<file path="src/rtl/core/bcd_pkg.sv">
`timescale 1ns / 1ps
// ----------------------------------------------------------------------------
// bcd_pkg: shared types and constants of the disk block cache directory
// Holds the directory geometry, the access codes and the structs that carry
// the lookup, the state update and the result between the modules.
// ----------------------------------------------------------------------------
package bcd_pkg;

    // Directory geometry.
    localparam int ENTRIES     = 64;
    localparam int BLOCK_BYTES = 512;
    localparam int SLOT_W      = $clog2(ENTRIES);
    localparam int FILL_W      = $clog2(ENTRIES + 1);

    // Field widths of one access beat and one result beat.
    localparam int SECTOR_W = 32;
    localparam int OFFSET_W = 9;
    localparam int COUNT_W  = 10;

    // Access kinds.
    localparam logic CMD_READ  = 1'b0;
    localparam logic CMD_WRITE = 1'b1;

    // What the directory sees for the sector under lookup.
    typedef struct packed {
        logic                hit;
        logic [SLOT_W-1:0]   hit_slot;
        logic                full;
        logic [SLOT_W-1:0]   free_slot;
        logic [SECTOR_W-1:0] victim_tag;
        logic                victim_dirty;
    } lookup_t;

    // Change to apply to the directory for one access.
    typedef struct packed {
        logic                set_dirty;
        logic                allocate;
        logic                bump_fill;
        logic [SLOT_W-1:0]   slot;
        logic [SECTOR_W-1:0] tag;
    } update_t;

    // One result beat.
    typedef struct packed {
        logic                hit;
        logic [SLOT_W-1:0]   slot;
        logic                fill_from_disk;
        logic                writeback_victim;
        logic [SECTOR_W-1:0] victim_sector;
        logic                write_through;
    } result_t;

endpackage

</file>
<file path="src/rtl/core/bcd_dir.sv">
`timescale 1ns / 1ps
// ----------------------------------------------------------------------------
// bcd_dir: tag store and associative match
// Keeps valid, dirty and tag bits for every slot plus the fill count,
// compares the sector against all valid tags at once and applies updates.
// ----------------------------------------------------------------------------
module bcd_dir (
    input  logic                             clk,
    input  logic                             rst_n,
    input  logic [bcd_pkg::SECTOR_W-1:0]     sector,
    input  logic                             upd_en,
    input  bcd_pkg::update_t                 upd,
    output bcd_pkg::lookup_t                 lookup
);
    import bcd_pkg::*;

    logic                valid_reg [ENTRIES];
    logic                dirty_reg [ENTRIES];
    logic [SECTOR_W-1:0] tag_reg   [ENTRIES];
    logic [FILL_W-1:0]   filled_reg;
    logic [ENTRIES-1:0]  match;
    logic [SLOT_W-1:0]   hit_slot;

    // Compare the sector against every valid tag in parallel.
    always_comb
    begin
        for (int i = 0; i < ENTRIES; i++)
        begin
            match[i] = valid_reg[i] && (tag_reg[i] == sector);
        end
    end

    // A sector sits in at most one slot, so the slot number is an OR of matches.
    always_comb
    begin
        hit_slot = '0;
        for (int i = 0; i < ENTRIES; i++)
        begin
            if (match[i])
            begin
                hit_slot = hit_slot | SLOT_W'(i);
            end
        end
    end

    always_comb
    begin
        lookup.hit          = |match;
        lookup.hit_slot     = hit_slot;
        lookup.full         = (filled_reg == FILL_W'(ENTRIES));
        lookup.free_slot    = filled_reg[SLOT_W-1:0];
        lookup.victim_tag   = tag_reg[0];
        lookup.victim_dirty = dirty_reg[0];
    end

    // Valid and dirty bits and the fill count are cleared by reset.
    always_ff @(posedge clk or negedge rst_n)
    begin
        if (!rst_n)
        begin
            for (int i = 0; i < ENTRIES; i++)
            begin
                valid_reg[i] <= 1'b0;
                dirty_reg[i] <= 1'b0;
            end
            filled_reg <= '0;
        end
        else if (upd_en)
        begin
            for (int i = 0; i < ENTRIES; i++)
            begin
                if (upd.slot == SLOT_W'(i))
                begin
                    if (upd.allocate)
                    begin
                        valid_reg[i] <= 1'b1;
                        dirty_reg[i] <= 1'b0;
                    end
                    else if (upd.set_dirty)
                    begin
                        dirty_reg[i] <= 1'b1;
                    end
                end
            end
            if (upd.bump_fill)
            begin
                filled_reg <= filled_reg + FILL_W'(1);
            end
        end
    end

    // Tags hold no reset value; a tag is only looked at behind its valid bit.
    always_ff @(posedge clk)
    begin
        if (upd_en && upd.allocate)
        begin
            for (int i = 0; i < ENTRIES; i++)
            begin
                if (upd.slot == SLOT_W'(i))
                begin
                    tag_reg[i] <= upd.tag;
                end
            end
        end
    end

endmodule

</file>
<file path="src/rtl/core/bcd_decide.sv">
`timescale 1ns / 1ps
// ----------------------------------------------------------------------------
// bcd_decide: access decision logic
// Turns the lookup of one access into the slot choice, the disk actions
// reported in the result and the change to make in the directory.
// ----------------------------------------------------------------------------
module bcd_decide (
    input  logic                             cmd,
    input  logic [bcd_pkg::SECTOR_W-1:0]     sector,
    input  logic [bcd_pkg::OFFSET_W-1:0]     byte_offset,
    input  logic [bcd_pkg::COUNT_W-1:0]      byte_count,
    input  bcd_pkg::lookup_t                 lookup,
    output bcd_pkg::update_t                 upd,
    output bcd_pkg::result_t                 res
);
    import bcd_pkg::*;

    logic is_write;
    logic whole_block;
    logic evict;
    logic miss;

    assign is_write    = (cmd == CMD_WRITE);
    assign whole_block = (byte_offset == '0) && (32'(byte_count) >= 32'(BLOCK_BYTES));
    assign miss        = !lookup.hit;
    assign evict       = miss && lookup.full;

    // Directory change: hits only mark dirty on write; misses take a slot.
    always_comb
    begin
        upd.set_dirty = lookup.hit && is_write;
        upd.allocate  = miss;
        upd.bump_fill = miss && !lookup.full;
        upd.tag       = sector;
        if (lookup.hit)
        begin
            upd.slot = lookup.hit_slot;
        end
        else if (lookup.full)
        begin
            upd.slot = '0;
        end
        else
        begin
            upd.slot = lookup.free_slot;
        end
    end

    // Result beat: a write miss skips the fill only for a whole-block write.
    always_comb
    begin
        res.hit              = lookup.hit;
        res.slot             = upd.slot;
        res.fill_from_disk   = miss && !(is_write && whole_block);
        res.writeback_victim = evict && lookup.victim_dirty;
        res.victim_sector    = evict ? lookup.victim_tag : '0;
        res.write_through    = miss && is_write;
    end

endmodule

</file>
<file path="src/rtl/core/disk_block_cache_directory.sv">
`timescale 1ns / 1ps
// ----------------------------------------------------------------------------
// disk_block_cache_directory: tag directory of a fully associative disk cache
// Matches each access against 64 slot tags, allocates or evicts a slot and
// reports the disk actions that the access requires.
// ----------------------------------------------------------------------------
//  Channel   Handshake           Beat contents
//  access    start / busy        cmd, sector, byte_offset, byte_count
//  result    done (strobe)       hit, slot, fill_from_disk, writeback_victim,
//                                victim_sector, write_through
//
//  An access beat is registered at the accepting edge, looked up and applied
//  to the directory in the following cycle, and its result beat is registered
//  from that lookup and shows for one cycle. busy stays low: one access per
//  cycle is taken, the directory update landing in time for the next lookup.
//  Reset clears all valid and dirty bits and the fill count at once.
//  The receiver cannot stall; done is a single-cycle strobe.
// ----------------------------------------------------------------------------
module disk_block_cache_directory (
    input  logic                             clk,
    input  logic                             rst_n,
    input  logic                             start,
    output logic                             busy,
    input  logic                             cmd,
    input  logic [bcd_pkg::SECTOR_W-1:0]     sector,
    input  logic [bcd_pkg::OFFSET_W-1:0]     byte_offset,
    input  logic [bcd_pkg::COUNT_W-1:0]      byte_count,
    output logic                             done,
    output logic                             hit,
    output logic [bcd_pkg::SLOT_W-1:0]       slot,
    output logic                             fill_from_disk,
    output logic                             writeback_victim,
    output logic [bcd_pkg::SECTOR_W-1:0]     victim_sector,
    output logic                             write_through
);
    import bcd_pkg::*;

    logic                in_valid_reg;
    logic                cmd_reg;
    logic [SECTOR_W-1:0] sector_reg;
    logic [OFFSET_W-1:0] offset_reg;
    logic [COUNT_W-1:0]  count_reg;
    logic                done_reg;
    result_t             res_reg;
    result_t             res_next;
    update_t             upd;
    lookup_t             lookup;
    logic                accept;

    assign busy   = 1'b0;
    assign accept = start && !busy;

    // Input register.
    always_ff @(posedge clk or negedge rst_n)
    begin
        if (!rst_n)
        begin
            in_valid_reg <= 1'b0;
        end
        else
        begin
            in_valid_reg <= accept;
        end
    end

    always_ff @(posedge clk)
    begin
        if (accept)
        begin
            cmd_reg    <= cmd;
            sector_reg <= sector;
            offset_reg <= byte_offset;
            count_reg  <= byte_count;
        end
    end

    // Tag store and match.
    bcd_dir u_dir (
        .clk    (clk),
        .rst_n  (rst_n),
        .sector (sector_reg),
        .upd_en (in_valid_reg),
        .upd    (upd),
        .lookup (lookup)
    );

    // Slot choice and disk actions.
    bcd_decide u_decide (
        .cmd         (cmd_reg),
        .sector      (sector_reg),
        .byte_offset (offset_reg),
        .byte_count  (count_reg),
        .lookup      (lookup),
        .upd         (upd),
        .res         (res_next)
    );

    // Result register.
    always_ff @(posedge clk or negedge rst_n)
    begin
        if (!rst_n)
        begin
            done_reg <= 1'b0;
        end
        else
        begin
            done_reg <= in_valid_reg;
        end
    end

    always_ff @(posedge clk)
    begin
        if (in_valid_reg)
        begin
            res_reg <= res_next;
        end
    end

    assign done             = done_reg;
    assign hit              = res_reg.hit;
    assign slot             = res_reg.slot;
    assign fill_from_disk   = res_reg.fill_from_disk;
    assign writeback_victim = res_reg.writeback_victim;
    assign victim_sector    = res_reg.victim_sector;
    assign write_through    = res_reg.write_through;

endmodule

</file>
<file path="config.mk">
export PLATFORM = sky130hd
export DESIGN_NAME = disk_block_cache_directory
export DESIGN_NICKNAME = d
export VERILOG_FILES = /design/src/rtl/core/bcd_pkg.sv /design/src/rtl/core/bcd_dir.sv /design/src/rtl/core/bcd_decide.sv /design/src/rtl/core/disk_block_cache_directory.sv
export SDC_FILE = /design/constraint.sdc
export NUM_CORES = 2
export LEC_CHECK = 0
export BUFFER_PORTS_ARGS = -buffer_cell sky130_fd_sc_hd__buf_4
export CAP_MARGIN = 0
export CORE_UTILIZATION = 41
export CTS_BUF_LIST = sky130_fd_sc_hd__clkbuf_8
export DETAILED_ROUTE_END_ITERATION = 10
export PLACE_DENSITY = 0.63
export SETUP_SLACK_MARGIN = 0.15
export SLEW_MARGIN = 25
export SYNTH_ARGS = -nofsm -noshare
export SYNTH_HDL_FRONTEND = slang
export SYNTH_SLANG_ARGS = --single-unit
</file>
<file path="constraint.sdc">
create_clock -name clk -period 13.4 [get_ports clk]
set_input_delay 2.68 -clock clk [delete_from_list [all_inputs] [get_ports clk]]
set_output_delay 2.68 -clock clk [all_outputs]
set_load 0.1 [all_outputs]
</file>
Word level (Yosys, flattened, before mapping):

Memory sizes are Yosys's and may differ from the RTL's.
Cells that the tools add are included.
W data, S select, Z words.

* bits in registers: 168
* output and inout port bits: 44
* RAM bits: 2048
* input bits: 55
* latch bits: 0
* bits in read-only memories: 0
* word-level logic and storage cells: 1199
* memories: 1

* equality and inequality tests: 195
* $add $sub $neg: 1
* reduce and logical (&&, ||, !) cells: 208
* bitwise operators: 0
* $lt $le $gt $ge: 1
* divide/modulo/power cells: 0
* shifts and indexed selects: 0
* multiplexer cells: 715
* multipliers: 0

Memories
* u_dir.tag_reg: words 64, bits a word 32, rd ports 64, clocked after Yosys merged registers in 0, wr ports 1, RTL line bcd_dir.sv:19 `logic [SECTOR_W-1:0] tag_reg [ENTRIES];`

Operator list (count)
* $eq A32 B32 Y1: 64
* $mux W32: 63
* $reduce_or A32 Y1: 63
* $mux W6: 98
* $mux W1: 522
* $reduce_and A3 Y1: 65
* $eq A6 B6 Y1 const B: 32
* $ne A2 B1 Y1 const B: 65
* $eq A6 B5 Y1 const B: 16
* $mux W5: 16
* $logic_and A1 B1 Y1: 73
* $reduce_or A64 Y1: 1
* $eq A6 B4 Y1 const B: 8
* $mux W4: 8
* $eq A6 B3 Y1 const B: 4
* $mux W7: 2
* $eq A6 B2 Y1 const B: 2
* $mux W3: 4
* $ge A10 B10 Y1 const B: 1
* $logic_not A9 Y1: 1
* $add A7 B1 Y7 const B: 1
* $eq A7 B7 Y1 const B: 1
* $eq A6 B1 Y1 const B: 1
* $logic_not A6 Y1: 1
* other kinds (5): 8

Depth between registers and ports, before layout:

An unclocked memory read counts as a cell.

* word-level depth: 135
* depth in mapped cells: 17
* mapped depth without buffers: 11

Hierarchy:

Synthesis repeated with hierarchy kept, for this count alone.

* cell total of the unflattened synthesis: 5625
* area, all modules: 93348.3 um^2

Modules (own cells, without submodules)
* bcd_dir: cells each 5431, instances 1, area an instance 89792.4 um^2
* disk_block_cache_directory: cells each 98, instances 1, area an instance 2884.0 um^2
* bcd_decide: cells each 96, instances 1, area an instance 671.9 um^2

Worst setup path before layout:

OpenSTA, ideal clock, no wires.

* kind: flip-flop to flip-flop
* start point: register sector_reg[5]
* end point: memory u_dir.tag_reg[37][0], in the netlist u_dir.tag_reg[1][160] (enable)
* data arrival time: 5.110 ns
* slack: 7.869 ns
* cell stages (with the launch flop): 15
* required time: 12.979 ns
* path buffers: 3
* setup time: 0.421 ns
* cell sequence: edfxtp_1 -> buf_2 -> buf_2 -> xnor2_1 -> nand4_1 -> nor4_1 -> nand4_1 -> o41ai_2 -> nor3_1 -> nand4_1 -> nor2_1 -> buf_6 -> a31oi_4 -> nand3_4 -> nor2_1

* longest elaborated chain between the ends: 134
* elaborated cells on any way between the ends: 640

Ends and longest elaborated chain
* from (decl): RTL line disk_block_cache_directory.sv:40 `logic [SECTOR_W-1:0] sector_reg;`
* from (signal assigned): RTL line disk_block_cache_directory.sv:71 `sector_reg <= sector;`
* $eq A32 B32 Y1: RTL line bcd_dir.sv:29 `match[i] = valid_reg[i] && (tag_reg[i] == sector);`
* $logic_and A1 B1 Y1: RTL line bcd_dir.sv:29
* $mux W1: RTL line bcd_dir.sv:39 `if (match[i])`
* $mux W2 (2 in series): RTL line bcd_dir.sv:39
* $mux W3 (4 in series): RTL line bcd_dir.sv:39
* $mux W4 (8 in series): RTL line bcd_dir.sv:39
* $mux W5 (16 in series): RTL line bcd_dir.sv:39
* $mux W6 (32 in series): RTL line bcd_dir.sv:39
* $mux W6: RTL line bcd_decide.sv:35 `if (lookup.hit)`
* $eq A6 B1 Y1: RTL line bcd_dir.sv:99 `if (upd.slot == SLOT_W'(i))`
* $mux W1: RTL line bcd_dir.sv:99
* $mux W1: RTL line bcd_dir.sv:95 `if (upd_en && upd.allocate)`
* $mux W1 (implied by the code): RTL line bcd_dir.sv:101 `tag_reg[i] <= upd.tag;`
* $reduce_or A32 Y1 (no line)
* $mux W6 (no line) or $mux W1 (tied branches) (63 in series)
* to (decl): RTL line bcd_dir.sv:19

Several ways; a longest one is shown, not always the timed one.

Worst setup path in the final report:

* start point: register sector_reg[24]
* end point: memory u_dir.tag_reg[10][9], in the netlist u_dir.tag_reg[0][329] (enable)

The elaborated chain is that of the path after synthesis.

==> results.yml <==
worst_setup_path:
  r2r_cells: 15
  crit_path_end_kind: "flip-flop"
  critical-path-top-delay-family: "simple AND/OR/NAND/NOR gates"
  critical_path_required_ns: 14.13
  crit_fanout: 23
  cp-start-kind: "flip-flop"
  crit_slowest_cell: "nor3b_2"
  arrival_ns: 7.77
  crit_buf_inv: 4
  critPathMostFrequentCell: "buf_4"
  max_stage_delay_ns: 0.88
  r2r_start: "sector_reg[24]$_DFFE_PP_"
  crit_chain: "buf_4 -> buf_4 -> buf_4 -> xor2_1 -> nor4_1 -> nand3_1 -> or3_1 -> o2111ai_1 -> nor3_1 -> nand4_1 -> nor2_1 -> a31oi_4 -> nor3b_2 -> and2_1 -> buf_4"
  reg2reg_slack_ns: 6.36
  r2r_end: "u_dir.tag_reg[0][329]$_DFFE_PP_"
  critPathKind: "reg2reg"
timing:
  worst_slew_pin_slew_ns: 0.989
  hold_viol: 0
  setup_viol: 0
  max_freq_mhz: 142
  max_slew_margin: 0.338
  fin_tns_setup_ns: 0
  final_max_slew_viol_count: 0
  grt_setup_unrepaired: "false"
  period_minus_slack_ns: 7.04
  min_period_over_period: 0.526
  fin_skew_ns: 0.0747
cts:
  cts_resized: 0
  clkSlewWorstSetupHoldPaths_ns: 0.06
  htree_levels: 5
  clock_latency_ns: 1.07
  clockBufferDepth: 4
  cts-buffers-inserted: 366
  holdBufCountCts: 0
  cts_tree: "done"
  cts_setup_buffers: 0
  cts.sinks: 2207
  cts-root-buf: "clkbuf_8"
logic_synthesis:
  async_flop_share: 0.0335
  ys_ff_latch: 2207
  synth_nets: 5682
  synthCells: 5625
  synth_top_cell_by_area: "edfxtp_1"
  ys.flop_type: "edfxtp_1"
  synth_commonest_cells: "edfxtp_1 (2133), xor2_1 (1607), xnor2_1 (435), nor4_1 (384), nand4_1 (192)"
  syn_area_um2: 92400
  avgSynthCellArea_um2: 16.4
  synth_area_leaders: "edfxtp_1 (69%), xor2_1 (15%), xnor2_1 (4.1%), nor4_1 (2.6%), dfrtp_1 (2.0%)"
  synth_edf_count: 2133
  synth_seq_area_share: 0.713
  synthDistinctLibCells: 57
  synth.most_common_cell: "edfxtp_1"
  yosysTopAreaCellShare: 0.693
  ys_warn_count: 0
placement:
  routabilityCongestion: 0.829
  port_buffers: 88
  post_dp_cell_area_um2: 97100
  hpwl_um: 125000
global_routing:
  grt_start_max_net_pins: 80
  grt_pass1_wl_um: 337000
  first_global_vias: 49000
  gr-total-overflow: 0
  antenna_found_initial: 6
  grtUsageTotal: 0.202
layout:
  multi_input_area_um2: 24800
  fin_area_um2: 104000
  fin_nets: 6094
  n_fill_cell: 19000
  drive_gt1_frac: 0.128
  register_area_um2: 65900
  largest_reg_flops: 2048
  synthToLayoutAreaGrowth_pct: 12.3
detailed_routing:
  vias_per_cell: 5.22
  drc_errors: 0
  drt-wirelength-per-cell_um: 25.1
  drt_wl_total_um: 233000
  drt-initial-drc-count: 3926
  vias: 48500
  dr.pass1.iters: 7
  drtAntennaViolNets: 0
die:
  ios: 99
  coreArea_um2: 223000
  die_w_um: 477
  initial_core_util: 0.414
  dieArea_um2: 227000
  die_y_um: 477
  rows: 173
worst_hold_path:
  holdPathStages: 1
  holdPathEnd: "u_dir.valid_reg[9]$_DFFE_PN0P_"
  min_from: "u_dir.valid_reg[9]$_DFFE_PN0P_"
  hp-class: "reg2reg"
power:
  peakVddDrop_v: 0.0000758
  p_leak_uw: 0.0352
  powerDensity_nw_per_um2: 148
run_status:
  status: "complete, no violations"
run:
  maxCapViolCount: 0
==> final cells by class <==
class,instances,area share
timing repair buffer,293,0.0250
tap,2975,0.0359
sequential,2207,0.635
clock buffer,407,0.0540
clock inverter,240,0.0105
antenna,3,0.0000723
multi-input combinational,3153,0.239
inverter,16,0.000579
==> metal layers <==
layer  vias up  global-route usage  wire (µm)
met5         -                   0          0
met4         0              0.0600       5900
met3       334              0.0330      12800
met1     25200               0.279     104000
met2      1450               0.327     110000
li1      21500                   -          -
==> worst max-delay path by stage <==
stage / slack [ns] / end / cells past startpoint / startpoint
after global routing: 5.99 / u_dir.tag_reg[0][339]$_DFFE_PP_ / 15 / sector_reg[24]$_DFFE_PP_
after CTS: 6.16 / u_dir.tag_reg[0][9]$_DFFE_PP_ / 14 / sector_reg[24]$_DFFE_PP_
final: 6.36 / u_dir.tag_reg[0][329]$_DFFE_PP_ / 15 / sector_reg[24]$_DFFE_PP_
after detailed placement: 6.25 / u_dir.tag_reg[0][24]$_DFFE_PP_ / 14 / sector_reg[24]$_DFFE_PP_
after global placement: 6.32 / u_dir.tag_reg[0][24]$_DFFE_PP_ / 14 / sector_reg[24]$_DFFE_PP_
after floorplan: 7.87 / u_dir.tag_reg[1][160]$_DFFE_PP_ / 14 / sector_reg[5]$_DFFE_PP_
==> logic make-up after synthesis <==
| group | share of synthesized area |
|---|---|
| other cells | 0.0000406 |
| xor+xnor | 0.193 |
| compound gates | 0.00892 |
| simple gates | 0.0643 |
| flops | 0.713 |
| mux | 0.000365 |
| fa+ha+maj | 0.000271 |
| buf+inv | 0.0197 |
==> power breakdown <==
group | leakage, µW | switching, µW | total (µW) | internal (µW)
clock | 0.00401 | 2620 | 5480 | 2860
combinational | 0.0110 | 1250 | 1750 | 499
sequential | 0.0202 | 143 | 8090 | 7950
==> stage by stage <==
| step | util | std cells | power, µW | setup WS, ns | hold slack, ns |
|---|---|---|---|---|---|
| 2_1_floorplan | - | 5625 | 9300 | 7.87 | 0.427 |
| 3_5_place_dp | 0.435 | 8643 | 9990 | 6.25 | 0.444 |
| 6_report | 0.465 | 9294 | 15300 | 6.36 | 0.455 |
| 5_1_grt | 0.465 | 9292 | 15900 | 5.99 | 0.478 |
| 3_3_place_gp | 0.435 | 8643 | 9950 | 6.32 | 0.439 |
| 4_1_cts | 0.465 | 9290 | 15500 | 6.16 | 0.458 |
==> cells in the final DEF, fill, tap and decap left out, types with 30 or more instances in the layout <==
cell,count
nor4_1,383
nand3_1,103
o21bai_1,33
clkinv_1,50
buf_4,262
or3_1,33
buf_12,30
xnor2_1,435
nand2_1,39
nor3_1,70
dfrtp_1,73
nand4_1,192
clkbuf_8,407
and2_1,51
nor2_2,33
xor2_1,1607
edfxtp_1,2133
inv_1,171
Note: power is estimated with default switching activity, not from simulation.
